$ cat config.mk
export PLATFORM = sky130hd
export DESIGN_NAME = dc_block_envelope_limiter
export DESIGN_NICKNAME = d
export VERILOG_FILES = /design/src/sv/dcel_pkg.sv /design/src/sv/dc_block_envelope_limiter.sv /design/src/sv/dcel_regs.sv /design/src/sv/dcel_seq.sv /design/src/sv/dcel_dp.sv
export SDC_FILE = /design/constraint.sdc
export NUM_CORES = 2
export LEC_CHECK = 0
export BUFFER_PORTS_ARGS = -buffer_cell sky130_fd_sc_hd__buf_2
export CAP_MARGIN = 20
export CORE_MARGIN = 2
export CORE_UTILIZATION = 45
export CTS_BUF_LIST = sky130_fd_sc_hd__clkbuf_8
export CTS_CLUSTER_SIZE = 16
export DETAILED_ROUTE_END_ITERATION = 8
export GPL_ROUTABILITY_DRIVEN = 0
export SYNTH_ARGS = -nofsm -noshare
export SYNTH_HDL_FRONTEND = slang
export SYNTH_SLANG_ARGS = --single-unit
$ cat constraint.sdc
create_clock -name clk -period 9.1 [get_ports clk]
set_input_delay 0.91 -clock clk [delete_from_list [all_inputs] [get_ports clk]]
set_output_delay 0.91 -clock clk [all_outputs]
set_load 0.02 [all_outputs]
$ cat src/sv/dcel_pkg.sv
// Shared types, constants and microcode ROM for the DC blocker / envelope limiter.
// No dependencies.
`timescale 1ns / 1ps

package dcel_pkg;

  localparam int SAMPLE_WIDTH_DEF = 24;
  localparam int COEF_WIDTH_DEF   = 24;

  localparam int INT_FRAC  = 28;            // fraction bits of the internal levels
  localparam int LVL_W     = 32;            // DC level, signed Q3.28
  localparam int MAG_W     = LVL_W + 1;     // magnitudes and envelope, unsigned Q5.28
  localparam int K_FRAC    = 24;
  localparam int DV_W      = MAG_W + K_FRAC; // divider numerator / denominator
  localparam int VOL_W     = 16;
  localparam int VOL_FRAC  = 14;
  localparam int DATA_W    = 32;
  localparam int PADDR_W   = 4;

  localparam logic [K_FRAC-1:0] K_SIX_TENTHS = 24'd10066330;
  localparam logic [MAG_W-1:0]  ENV_ONE      = MAG_W'(1) << INT_FRAC;

  localparam int DC_COEF_RST      = 175;
  localparam int ATTACK_COEF_RST  = 69760;
  localparam int RELEASE_COEF_RST = 1747;
  localparam int VOLUME_RST       = 16384;

  typedef enum logic [1:0] {
    REG_DC_COEF      = 2'd0,
    REG_ATTACK_COEF  = 2'd1,
    REG_RELEASE_COEF = 2'd2,
    REG_VOLUME       = 2'd3
  } reg_idx_t;

  typedef enum logic [3:0] {
    OP_IDLE,      // ready for a transaction, latch the sample
    OP_DC_DIFF,   // load multiplier with |x - dc|, dc_coef
    OP_MUL,       // product register <= a * b
    OP_DC_UPD,    // dc += signed step
    OP_MAG,       // sign and magnitude of x - dc
    OP_ENV_DIFF,  // load multiplier with |mag - env|, attack or release
    OP_ENV_UPD,   // env += signed step, floor at 1.0
    OP_NUM,       // load multiplier with mag, 0.6
    OP_DIV_INIT,  // load remainder, clamp check
    OP_DIV_STEP,  // one restoring division step
    OP_VOL,       // load multiplier with quotient, volume
    OP_EMIT,      // saturate, sign, write output register
    OP_NOP
  } uop_t;

  typedef enum logic [2:0] {
    JC_NEVER,
    JC_NO_TXN,    // no input transaction this cycle
    JC_GE,        // numerator >= denominator
    JC_MORE,      // division steps left
    JC_BUSY       // output register still occupied
  } jcond_t;

  localparam int PC_W = 4;
  typedef logic [PC_W-1:0] upc_t;

  localparam upc_t PC_IDLE     = 4'd0;
  localparam upc_t PC_DC_DIFF  = 4'd1;
  localparam upc_t PC_DC_MUL   = 4'd2;
  localparam upc_t PC_DC_UPD   = 4'd3;
  localparam upc_t PC_MAG      = 4'd4;
  localparam upc_t PC_ENV_DIFF = 4'd5;
  localparam upc_t PC_ENV_MUL  = 4'd6;
  localparam upc_t PC_ENV_UPD  = 4'd7;
  localparam upc_t PC_NUM      = 4'd8;
  localparam upc_t PC_NUM_MUL  = 4'd9;
  localparam upc_t PC_DIV_INIT = 4'd10;
  localparam upc_t PC_DIV_STEP = 4'd11;
  localparam upc_t PC_VOL      = 4'd12;
  localparam upc_t PC_VOL_MUL  = 4'd13;
  localparam upc_t PC_EMIT     = 4'd14;

  typedef struct packed {
    uop_t   op;
    jcond_t cond;
    upc_t   jmp;   // taken when cond holds
    upc_t   seq;   // fall-through
  } uword_t;

  typedef struct packed {
    logic in_txn;
    logic ge;
    logic more;
    logic out_busy;
  } dp_stat_t;

  function automatic uword_t urom(input upc_t pc);
    uword_t w;
    case (pc)
      PC_IDLE:     w = '{op: OP_IDLE,     cond: JC_NO_TXN, jmp: PC_IDLE,     seq: PC_DC_DIFF};
      PC_DC_DIFF:  w = '{op: OP_DC_DIFF,  cond: JC_NEVER,  jmp: PC_IDLE,     seq: PC_DC_MUL};
      PC_DC_MUL:   w = '{op: OP_MUL,      cond: JC_NEVER,  jmp: PC_IDLE,     seq: PC_DC_UPD};
      PC_DC_UPD:   w = '{op: OP_DC_UPD,   cond: JC_NEVER,  jmp: PC_IDLE,     seq: PC_MAG};
      PC_MAG:      w = '{op: OP_MAG,      cond: JC_NEVER,  jmp: PC_IDLE,     seq: PC_ENV_DIFF};
      PC_ENV_DIFF: w = '{op: OP_ENV_DIFF, cond: JC_NEVER,  jmp: PC_IDLE,     seq: PC_ENV_MUL};
      PC_ENV_MUL:  w = '{op: OP_MUL,      cond: JC_NEVER,  jmp: PC_IDLE,     seq: PC_ENV_UPD};
      PC_ENV_UPD:  w = '{op: OP_ENV_UPD,  cond: JC_NEVER,  jmp: PC_IDLE,     seq: PC_NUM};
      PC_NUM:      w = '{op: OP_NUM,      cond: JC_NEVER,  jmp: PC_IDLE,     seq: PC_NUM_MUL};
      PC_NUM_MUL:  w = '{op: OP_MUL,      cond: JC_NEVER,  jmp: PC_IDLE,     seq: PC_DIV_INIT};
      PC_DIV_INIT: w = '{op: OP_DIV_INIT, cond: JC_GE,     jmp: PC_VOL,      seq: PC_DIV_STEP};
      PC_DIV_STEP: w = '{op: OP_DIV_STEP, cond: JC_MORE,   jmp: PC_DIV_STEP, seq: PC_VOL};
      PC_VOL:      w = '{op: OP_VOL,      cond: JC_NEVER,  jmp: PC_IDLE,     seq: PC_VOL_MUL};
      PC_VOL_MUL:  w = '{op: OP_MUL,      cond: JC_NEVER,  jmp: PC_IDLE,     seq: PC_EMIT};
      PC_EMIT:     w = '{op: OP_EMIT,     cond: JC_BUSY,   jmp: PC_EMIT,     seq: PC_IDLE};
      default:     w = '{op: OP_NOP,      cond: JC_NEVER,  jmp: PC_IDLE,     seq: PC_IDLE};
    endcase
    return w;
  endfunction

endpackage

$ cat src/sv/dc_block_envelope_limiter.sv
// DC blocker with envelope-following limiter: one signed Q3.20 sample per input
// transaction, one limited sample per output transaction. Each sample has a
// one-pole DC estimate removed, its magnitude drives an attack/release envelope
// (floored at 1.0), and the output is 0.6*x/envelope clamped to +/-1 and scaled
// by volume (Q2.14). Samples are processed one at a time by a microcoded
// sequencer that steps a single shared multiplier and a bit-serial restoring
// divider, which yields one quotient bit per cycle and is skipped when the
// quotient clamps to full scale. A finished sample waits in the output
// register; the next sample is taken meanwhile and only its final step stalls
// if the previous result has not been taken. Registers (APB, 4-byte stride):
// 0 dc_coef, 1 attack_coef, 2 release_coef, 3 volume; write only while idle.
// Depends on dcel_pkg, dcel_regs, dcel_seq, dcel_dp.
`timescale 1ns / 1ps

module dc_block_envelope_limiter #(
  parameter int SAMPLE_WIDTH = dcel_pkg::SAMPLE_WIDTH_DEF,  // 16..32
  parameter int COEF_WIDTH   = dcel_pkg::COEF_WIDTH_DEF     // 16..32
) (
  input  logic                             clk,
  input  logic                             rst_n,
  // input sample channel
  input  logic                             in_valid,
  output logic                             in_ready,
  input  logic signed [SAMPLE_WIDTH-1:0]   in_sample_in,
  // result channel
  output logic                             out_valid,
  input  logic                             out_ready,
  output logic signed [SAMPLE_WIDTH-1:0]   out_sample_out,
  // configuration port
  input  logic                             cfg_psel,
  input  logic                             cfg_penable,
  input  logic                             cfg_pwrite,
  input  logic [dcel_pkg::PADDR_W-1:0]     cfg_paddr,
  input  logic [dcel_pkg::DATA_W-1:0]      cfg_pwdata,
  output logic [dcel_pkg::DATA_W-1:0]      cfg_prdata,
  output logic                             cfg_pready
);

  logic [COEF_WIDTH-1:0]      dc_coef, attack_coef, release_coef;
  logic [dcel_pkg::VOL_W-1:0] volume;
  dcel_pkg::uop_t             op;
  dcel_pkg::dp_stat_t         stat;

  // coefficient and gain registers
  dcel_regs #(
    .COEF_WIDTH (COEF_WIDTH)
  ) u_regs (
    .clk          (clk),
    .rst_n        (rst_n),
    .cfg_psel     (cfg_psel),
    .cfg_penable  (cfg_penable),
    .cfg_pwrite   (cfg_pwrite),
    .cfg_paddr    (cfg_paddr),
    .cfg_pwdata   (cfg_pwdata),
    .cfg_prdata   (cfg_prdata),
    .cfg_pready   (cfg_pready),
    .dc_coef      (dc_coef),
    .attack_coef  (attack_coef),
    .release_coef (release_coef),
    .volume       (volume)
  );

  // step counter + microcode ROM; jumps on input transaction, clamp,
  // divider count and output-register occupancy
  dcel_seq u_seq (
    .clk   (clk),
    .rst_n (rst_n),
    .stat  (stat),
    .op    (op)
  );

  // levels, shared multiplier, divider and output register
  dcel_dp #(
    .SAMPLE_WIDTH (SAMPLE_WIDTH),
    .COEF_WIDTH   (COEF_WIDTH)
  ) u_dp (
    .clk            (clk),
    .rst_n          (rst_n),
    .op             (op),
    .stat           (stat),
    .dc_coef        (dc_coef),
    .attack_coef    (attack_coef),
    .release_coef   (release_coef),
    .volume         (volume),
    .in_valid       (in_valid),
    .in_ready       (in_ready),
    .in_sample_in   (in_sample_in),
    .out_valid      (out_valid),
    .out_ready      (out_ready),
    .out_sample_out (out_sample_out)
  );

endmodule

$ cat src/sv/dcel_regs.sv
// APB-style configuration registers: DC, attack and release coefficients, volume.
// Depends on dcel_pkg.
`timescale 1ns / 1ps

module dcel_regs #(
  parameter int COEF_WIDTH = dcel_pkg::COEF_WIDTH_DEF
) (
  input  logic                          clk,
  input  logic                          rst_n,
  input  logic                          cfg_psel,
  input  logic                          cfg_penable,
  input  logic                          cfg_pwrite,
  input  logic [dcel_pkg::PADDR_W-1:0]  cfg_paddr,
  input  logic [dcel_pkg::DATA_W-1:0]   cfg_pwdata,
  output logic [dcel_pkg::DATA_W-1:0]   cfg_prdata,
  output logic                          cfg_pready,
  output logic [COEF_WIDTH-1:0]         dc_coef,
  output logic [COEF_WIDTH-1:0]         attack_coef,
  output logic [COEF_WIDTH-1:0]         release_coef,
  output logic [dcel_pkg::VOL_W-1:0]    volume
);

  logic [COEF_WIDTH-1:0]      dc_coef_r, attack_coef_r, release_coef_r;
  logic [dcel_pkg::VOL_W-1:0] volume_r;
  dcel_pkg::reg_idx_t         idx;
  logic                       wr_en;

  assign cfg_pready = 1'b1;
  assign idx        = dcel_pkg::reg_idx_t'(cfg_paddr[3:2]);
  assign wr_en      = cfg_psel & cfg_penable & cfg_pwrite & cfg_pready;

  always_ff @(posedge clk) begin
    if (!rst_n) begin
      dc_coef_r      <= COEF_WIDTH'(dcel_pkg::DC_COEF_RST);
      attack_coef_r  <= COEF_WIDTH'(dcel_pkg::ATTACK_COEF_RST);
      release_coef_r <= COEF_WIDTH'(dcel_pkg::RELEASE_COEF_RST);
      volume_r       <= dcel_pkg::VOL_W'(dcel_pkg::VOLUME_RST);
    end else if (wr_en) begin
      case (idx)
        dcel_pkg::REG_DC_COEF:      dc_coef_r      <= cfg_pwdata[COEF_WIDTH-1:0];
        dcel_pkg::REG_ATTACK_COEF:  attack_coef_r  <= cfg_pwdata[COEF_WIDTH-1:0];
        dcel_pkg::REG_RELEASE_COEF: release_coef_r <= cfg_pwdata[COEF_WIDTH-1:0];
        dcel_pkg::REG_VOLUME:       volume_r       <= cfg_pwdata[dcel_pkg::VOL_W-1:0];
        default: ;
      endcase
    end
  end

  always_comb begin
    case (idx)
      dcel_pkg::REG_DC_COEF:      cfg_prdata = dcel_pkg::DATA_W'(dc_coef_r);
      dcel_pkg::REG_ATTACK_COEF:  cfg_prdata = dcel_pkg::DATA_W'(attack_coef_r);
      dcel_pkg::REG_RELEASE_COEF: cfg_prdata = dcel_pkg::DATA_W'(release_coef_r);
      dcel_pkg::REG_VOLUME:       cfg_prdata = dcel_pkg::DATA_W'(volume_r);
      default:                    cfg_prdata = '0;
    endcase
  end

  assign dc_coef      = dc_coef_r;
  assign attack_coef  = attack_coef_r;
  assign release_coef = release_coef_r;
  assign volume       = volume_r;

endmodule

$ cat src/sv/dcel_seq.sv
// Microcode sequencer: step counter, ROM lookup and conditional jumps.
// Depends on dcel_pkg (control word layout and ROM).
`timescale 1ns / 1ps

module dcel_seq (
  input  logic               clk,
  input  logic               rst_n,
  input  dcel_pkg::dp_stat_t stat,
  output dcel_pkg::uop_t     op
);

  dcel_pkg::upc_t   pc_r, pc_nxt;
  dcel_pkg::uword_t uw;
  logic             take;

  always_comb begin
    uw = dcel_pkg::urom(pc_r);
    case (uw.cond)
      dcel_pkg::JC_NO_TXN: take = ~stat.in_txn;
      dcel_pkg::JC_GE:     take = stat.ge;
      dcel_pkg::JC_MORE:   take = stat.more;
      dcel_pkg::JC_BUSY:   take = stat.out_busy;
      default:             take = 1'b0;
    endcase
    pc_nxt = take ? uw.jmp : uw.seq;
  end

  always_ff @(posedge clk) begin
    if (!rst_n) begin
      pc_r <= dcel_pkg::PC_IDLE;
    end else begin
      pc_r <= pc_nxt;
    end
  end

  assign op = uw.op;

endmodule

$ cat src/sv/dcel_dp.sv
// Datapath: DC and envelope levels, shared multiplier, restoring divider, output register.
// Depends on dcel_pkg; driven one micro-op per cycle by dcel_seq.
`timescale 1ns / 1ps

module dcel_dp #(
  parameter int SAMPLE_WIDTH = dcel_pkg::SAMPLE_WIDTH_DEF,
  parameter int COEF_WIDTH   = dcel_pkg::COEF_WIDTH_DEF
) (
  input  logic                              clk,
  input  logic                              rst_n,
  input  dcel_pkg::uop_t                    op,
  output dcel_pkg::dp_stat_t                stat,
  input  logic [COEF_WIDTH-1:0]             dc_coef,
  input  logic [COEF_WIDTH-1:0]             attack_coef,
  input  logic [COEF_WIDTH-1:0]             release_coef,
  input  logic [dcel_pkg::VOL_W-1:0]        volume,
  input  logic                              in_valid,
  output logic                              in_ready,
  input  logic signed [SAMPLE_WIDTH-1:0]    in_sample_in,
  output logic                              out_valid,
  input  logic                              out_ready,
  output logic signed [SAMPLE_WIDTH-1:0]    out_sample_out
);

  localparam int LVL_W  = dcel_pkg::LVL_W;
  localparam int MAG_W  = dcel_pkg::MAG_W;
  localparam int DV_W   = dcel_pkg::DV_W;
  localparam int GUARD  = LVL_W - SAMPLE_WIDTH;
  localparam int SF     = SAMPLE_WIDTH - 4;
  localparam int MB_W   = (COEF_WIDTH > dcel_pkg::K_FRAC) ? COEF_WIDTH : dcel_pkg::K_FRAC;
  localparam int PR_W   = MAG_W + MB_W;
  localparam int CNT_W  = $clog2(SF + 1);

  localparam logic [SF:0]             Q_ONE    = {1'b1, {SF{1'b0}}};
  localparam logic [CNT_W-1:0]        CNT_INIT = CNT_W'(SF);
  localparam logic [SAMPLE_WIDTH-1:0] LIM_POS  = {1'b0, {(SAMPLE_WIDTH-1){1'b1}}};
  localparam logic [SAMPLE_WIDTH-1:0] LIM_NEG  = {1'b1, {(SAMPLE_WIDTH-1){1'b0}}};

  logic [LVL_W-1:0]        xi_r, xi_nxt;
  logic [LVL_W-1:0]        dc_r, dc_nxt;
  logic [MAG_W-1:0]        env_r, env_nxt;
  logic [MAG_W-1:0]        mag_r, mag_nxt;
  logic                    neg_r, neg_nxt;
  logic [MAG_W-1:0]        ma_r, ma_nxt;
  logic [MB_W-1:0]         mb_r, mb_nxt;
  logic                    sgn_r, sgn_nxt;
  logic [PR_W-1:0]         prod_r, prod_nxt;
  logic [DV_W-1:0]         rem_r, rem_nxt;
  logic [SF:0]             q_r, q_nxt;
  logic [CNT_W-1:0]        cnt_r, cnt_nxt;
  logic                    out_valid_r, out_valid_nxt;
  logic [SAMPLE_WIDTH-1:0] out_data_r, out_data_nxt;

  logic [LVL_W-1:0]        xi_in;
  logic [MAG_W-1:0]        dif, dif_neg, dif_abs;
  logic [MAG_W:0]          ed, ed_neg;
  logic [MAG_W-1:0]        ed_abs;
  logic [MAG_W-1:0]        step;
  logic [LVL_W+1:0]        dc_ext, step_ext, dc_sum;
  logic [MAG_W:0]          env_sum;
  logic [DV_W-1:0]         num, den;
  logic [DV_W:0]           r2, r2_sub;
  logic                    r2_ge;
  logic [SAMPLE_WIDTH-1:0] y, lim, y_sat, y_out;
  logic                    out_busy;

  // sample into Q3.28
  assign xi_in = LVL_W'(in_sample_in) << GUARD;

  // x - dc, shared by the DC update and the magnitude step
  assign dif     = {xi_r[LVL_W-1], xi_r} - {dc_r[LVL_W-1], dc_r};
  assign dif_neg = ~dif + 1'b1;
  assign dif_abs = dif[MAG_W-1] ? dif_neg : dif;

  assign ed     = {1'b0, mag_r} - {1'b0, env_r};
  assign ed_neg = ~ed + 1'b1;
  assign ed_abs = ed[MAG_W] ? ed_neg[MAG_W-1:0] : ed[MAG_W-1:0];

  // one-pole step magnitude, truncated
  assign step     = prod_r[COEF_WIDTH +: MAG_W];
  assign dc_ext   = {{2{dc_r[LVL_W-1]}}, dc_r};
  assign step_ext = {1'b0, step};
  assign dc_sum   = sgn_r ? (dc_ext - step_ext) : (dc_ext + step_ext);
  assign env_sum  = sgn_r ? ({1'b0, env_r} - {1'b0, step}) : ({1'b0, env_r} + {1'b0, step});

  assign num    = prod_r[DV_W-1:0];
  assign den    = {env_r, {dcel_pkg::K_FRAC{1'b0}}};
  assign r2     = {rem_r, 1'b0};
  assign r2_sub = r2 - {1'b0, den};
  assign r2_ge  = r2 >= {1'b0, den};

  assign y     = prod_r[dcel_pkg::VOL_FRAC +: SAMPLE_WIDTH];
  assign lim   = neg_r ? LIM_NEG : LIM_POS;
  assign y_sat = (y > lim) ? lim : y;
  assign y_out = neg_r ? (~y_sat + 1'b1) : y_sat;

  assign in_ready = (op == dcel_pkg::OP_IDLE);
  assign out_busy = out_valid_r & ~out_ready;

  assign stat.in_txn   = in_valid & in_ready;
  assign stat.ge       = num >= den;
  assign stat.more     = cnt_r != CNT_W'(1);
  assign stat.out_busy = out_busy;

  always_comb begin
    xi_nxt        = xi_r;
    dc_nxt        = dc_r;
    env_nxt       = env_r;
    mag_nxt       = mag_r;
    neg_nxt       = neg_r;
    ma_nxt        = ma_r;
    mb_nxt        = mb_r;
    sgn_nxt       = sgn_r;
    prod_nxt      = prod_r;
    rem_nxt       = rem_r;
    q_nxt         = q_r;
    cnt_nxt       = cnt_r;
    out_data_nxt  = out_data_r;
    out_valid_nxt = out_valid_r & ~out_ready;
    case (op)
      dcel_pkg::OP_IDLE: begin
        xi_nxt = xi_in;
      end
      dcel_pkg::OP_DC_DIFF: begin
        ma_nxt  = dif_abs;
        sgn_nxt = dif[MAG_W-1];
        mb_nxt  = MB_W'(dc_coef);
      end
      dcel_pkg::OP_MUL: begin
        prod_nxt = ma_r * mb_r;
      end
      dcel_pkg::OP_DC_UPD: begin
        dc_nxt = dc_sum[LVL_W-1:0];
      end
      dcel_pkg::OP_MAG: begin
        mag_nxt = dif_abs;
        neg_nxt = dif[MAG_W-1];
      end
      dcel_pkg::OP_ENV_DIFF: begin
        ma_nxt  = ed_abs;
        sgn_nxt = ed[MAG_W];
        mb_nxt  = (mag_r > env_r) ? MB_W'(attack_coef) : MB_W'(release_coef);
      end
      dcel_pkg::OP_ENV_UPD: begin
        env_nxt = (env_sum < {1'b0, dcel_pkg::ENV_ONE}) ? dcel_pkg::ENV_ONE
                                                        : env_sum[MAG_W-1:0];
      end
      dcel_pkg::OP_NUM: begin
        ma_nxt = mag_r;
        mb_nxt = MB_W'(dcel_pkg::K_SIX_TENTHS);
      end
      dcel_pkg::OP_DIV_INIT: begin
        rem_nxt = num;
        q_nxt   = stat.ge ? Q_ONE : '0;
        cnt_nxt = CNT_INIT;
      end
      dcel_pkg::OP_DIV_STEP: begin
        rem_nxt = r2_ge ? r2_sub[DV_W-1:0] : r2[DV_W-1:0];
        q_nxt   = {q_r[SF-1:0], r2_ge};
        cnt_nxt = cnt_r - 1'b1;
      end
      dcel_pkg::OP_VOL: begin
        ma_nxt = MAG_W'(q_r);
        mb_nxt = MB_W'(volume);
      end
      dcel_pkg::OP_EMIT: begin
        if (!out_busy) begin
          out_data_nxt  = y_out;
          out_valid_nxt = 1'b1;
        end
      end
      default: ;
    endcase
  end

  always_ff @(posedge clk) begin
    if (!rst_n) begin
      dc_r        <= '0;
      env_r       <= dcel_pkg::ENV_ONE;
      out_valid_r <= 1'b0;
    end else begin
      dc_r        <= dc_nxt;
      env_r       <= env_nxt;
      out_valid_r <= out_valid_nxt;
    end
  end

  always_ff @(posedge clk) begin
    xi_r       <= xi_nxt;
    mag_r      <= mag_nxt;
    neg_r      <= neg_nxt;
    ma_r       <= ma_nxt;
    mb_r       <= mb_nxt;
    sgn_r      <= sgn_nxt;
    prod_r     <= prod_nxt;
    rem_r      <= rem_nxt;
    q_r        <= q_nxt;
    cnt_r      <= cnt_nxt;
    out_data_r <= out_data_nxt;
  end

  assign out_valid      = out_valid_r;
  assign out_sample_out = out_data_r;

endmodule

==> impl_metrics.tcl <==
set metrics [dict create \
    holdBufCountCts 0 \
    dr.pass1.iters 8 \
    maxCapViolCount 0 \
    synth.yosys.seq_area_share_pct 21.0 \
    cts_made_buffers 82 \
    worstRegToRegCells 24 \
    clock_skew_ns 0.0531 \
    met3_usage_pct 3.56 \
    io_buffers 106 \
    cp_slowest_stage_delay_ns 1.14 \
    drt_drc_violations_left 0 \
    relSlewSlack_pct 19.6 \
    crit_slowest_cell "edfxtp_1" \
    syn_avg_cell_area_sq_um 8.87 \
    fin_setup_tns_ns 0 \
    status "complete, no violations" \
    use_met2_pct 42.6 \
    finalHoldViolations 0 \
    start_util_pct 45.3 \
    crit_start "u_dp.ma_r[11]" \
    postRouteAntennaNets 0 \
    hold_path_class "in -> reg" \
    post_cts_buffers 0 \
    seq_area_sq_mm 0.0118 \
    ios 126 \
    cts.sinks 449 \
    fin_nets 7476 \
    ys.warnings.count 0 \
    fmax_mhz 119 \
    ys_types 102 \
    reg2reg_to "u_dp.num[55]" \
    fin_crit_sh_pct 92.5 \
    htree_num_levels 3 \
    cpMostUsedCell "fa_1" \
    clock_latency_ns 0.80 \
    cts_buffer_depth 3 \
    worst_pin_slew_ns 1.21 \
    grt_pass1_vias 44800 \
    cp_num_buf_inv 4 \
    die_area_sq_mm 0.127 \
    regToRegSetupSlack_ns 0.69 \
    wl_per_cell_um 20.3 \
    critPathKind "reg -> reg" \
    dieHeight_um 357 \
    met1_usage_pct 34.8 \
    num_rows 129 \
    fin_crit_ns 8.41 \
    critPathTopFamily "adder cells" \
    gr-total-overflow 0 \
    die_w_um 357 \
    required_ns 9.60 \
    setup_viol 0 \
    cp.arrival_ns 8.91 \
    crit_chain "nand2_1 -> fa_1 -> fa_1 -> inv_1 -> fa_1 -> fa_1 -> fa_1 -> fa_1 -> inv_1 -> fa_1 -> inv_1 -> ha_1 -> a21o_1 -> a21o_1 -> a21oi_1 -> o21a_1 -> a211oi_1 -> buf_4 -> o21ai_0 -> a21oi_1 -> o311ai_0 -> nand2_1 -> a21oi_1 -> xnor2_1" \
    vias 45000 \
    path_max_fanout 18 \
    synth.top_cell.area_share_pct 24.4 \
    synthArstFlopShare_pct 0 \
    grt_start_max_net_pins 86 \
    synth_edf_count 280 \
    ys_seq_elements 449 \
    multi_input_area_sq_mm 0.0398 \
    vias_per_cell 5.61 \
    end_kind "register" \
    wirelength_mm 163 \
    worstHoldStart "in_sample_in[5]" \
    drtIter0Drc 3497 \
    clk_pin_slew_ns 0.06 \
    grt_usage_pct 25.8 \
    synth_area_leaders "fa_1, edfxtp_1, ha_1" \
    dp_hpwl_mm 125 \
    core-area_sq_mm 0.124 \
    cts_tree "yes" \
    setup_slack_ns 0.686 \
    fillers 12000 \
    mostFrequentLayoutCells "nand2_1, inv_1, fa_1" \
    cts_root_buf "clkbuf_8" \
    grt_first_pass_wirelength_mm 256 \
    dp_slack_ns 0.834 \
    startpoint_type "register" \
    crit_path_end "u_dp.num[55]" \
    synth_largest_area_cell "fa_1" \
    ys.flop_type "edfxtp_1" \
    areaGrowthSynthToFinish_pct 7.23 \
    drive_gt1_share_pct 7.05 \
    cts_resized 0 \
    final_max_slew_viol_count 0 \
    rsz0062_at_grt "false" \
    busiest_layer "met2" \
    antenna_found_initial 4 \
    netlist_area_sq_mm 0.0560 \
    mostFrequentLayoutCell "nand2_1" \
    cp.depth 24 \
    syn_inst 6316 \
    r2r_start "u_dp.ma_r[11]" \
]
[sequential cells by signal, summed over array words and instances, names as in the netlist, 24 cells and up]
signal / count
u_dp.env_r: 33
u_regs.attack_coef: 24
u_dp.rem_r: 57
u_dp.num: 57
u_dp.mb_r: 24
u_dp.ma_r: 33
u_dp.xi_r: 24
u_dp.dc_r: 32
u_dp.mag_r: 33
u_regs.release_coef: 24
u_regs.dc_coef: 24
u_dp.out_sample_out: 24
[cells by family (layout without fill, tap and decap cells)]
family / Yosys count / after routing / synth area share [%]
other: 2 / 11 / 0.0134
adder cells (fa/ha/maj): 1090 / 1090 / 33.5
AND/OR/NAND/NOR: 2073 / 2073 / 18.0
AO/OA/AOI/OAI: 1142 / 1142 / 13.1
flip-flops: 449 / 449 / 21.0
multiplexers: 97 / 97 / 2.11
buffers and inverters: 1209 / 1271 / 8.24
XOR/XNOR: 254 / 254 / 3.97
[metrics by stage]
stage,instance area (sq um),util [%],hold WS [ns],cells
after floorplan,56100,-,0.438,6323
after global placement,58400,47.2,0.446,7870
after detailed placement,58400,47.2,0.461,7871
after CTS,60100,48.6,0.233,8021
after global routing,60100,48.6,0.257,8023
final,60100,48.6,0.297,8024
[metal layers]
metal  part of all wire, %  vias up
li1                      -    20900
met1                    43    22600
met2                    47     1355
met3                   6.0      261
met4                   3.4        0
met5                     0        -
[cells in the mapped netlist, drive strengths merged, types with 10 or more instances]
cell type / instances
a222oi: 15
a31oi: 46
o31ai: 18
mux2i: 70
xor2: 71
and4: 10
or2: 25
mux2: 11
nand4: 50
o21ai: 238
nand3: 83
o22ai: 16
a22o: 29
nand2: 931
a41oi: 11
fa: 684
o21bai: 27
o211ai: 21
mux4: 16
nor3: 84
a21o: 151
or3: 35
inv: 889
nor2: 227
and3: 35
nand3b: 11
a21oi: 359
o21a: 42
clkbuf: 281
nor4: 32
buf: 37
nor2b: 35
a31o: 11
dfxtp: 169
edfxtp: 280
and2: 433
or4: 12
a22oi: 11
nand2b: 37
ha: 406
a21boi: 12
a211oi: 28
xnor2: 183
[layout make-up]
class | count | share of cell area [%]
Antenna cell | 2 | 0.00833
Clock buffer | 91 | 2.08
Clock inverter | 59 | 0.666
Inverter | 891 | 5.57
Multi-Input combinational cell | 4665 | 66.2
Sequential cell | 449 | 19.6
Tap cell | 1637 | 3.41
Timing Repair Buffer | 230 | 2.48
[how the worst min path moves through the flow]
stage | to | slack [ns] | cells after the start
final | u_dp.xi_r[13] | 0.30 | 1
after global routing | u_dp.xi_r[16] | 0.26 | 1
after CTS | u_dp.xi_r[17] | 0.23 | 1
after detailed placement | u_regs.release_coef[22] | 0.46 | 2
after global placement | u_dp.dc_r[31] | 0.45 | 2
after floorplan | u_dp.dc_r[31] | 0.44 | 2
Power is not shown: default switching activity piles up to over one toggle a cycle in this logic, so the estimate is an artifact.
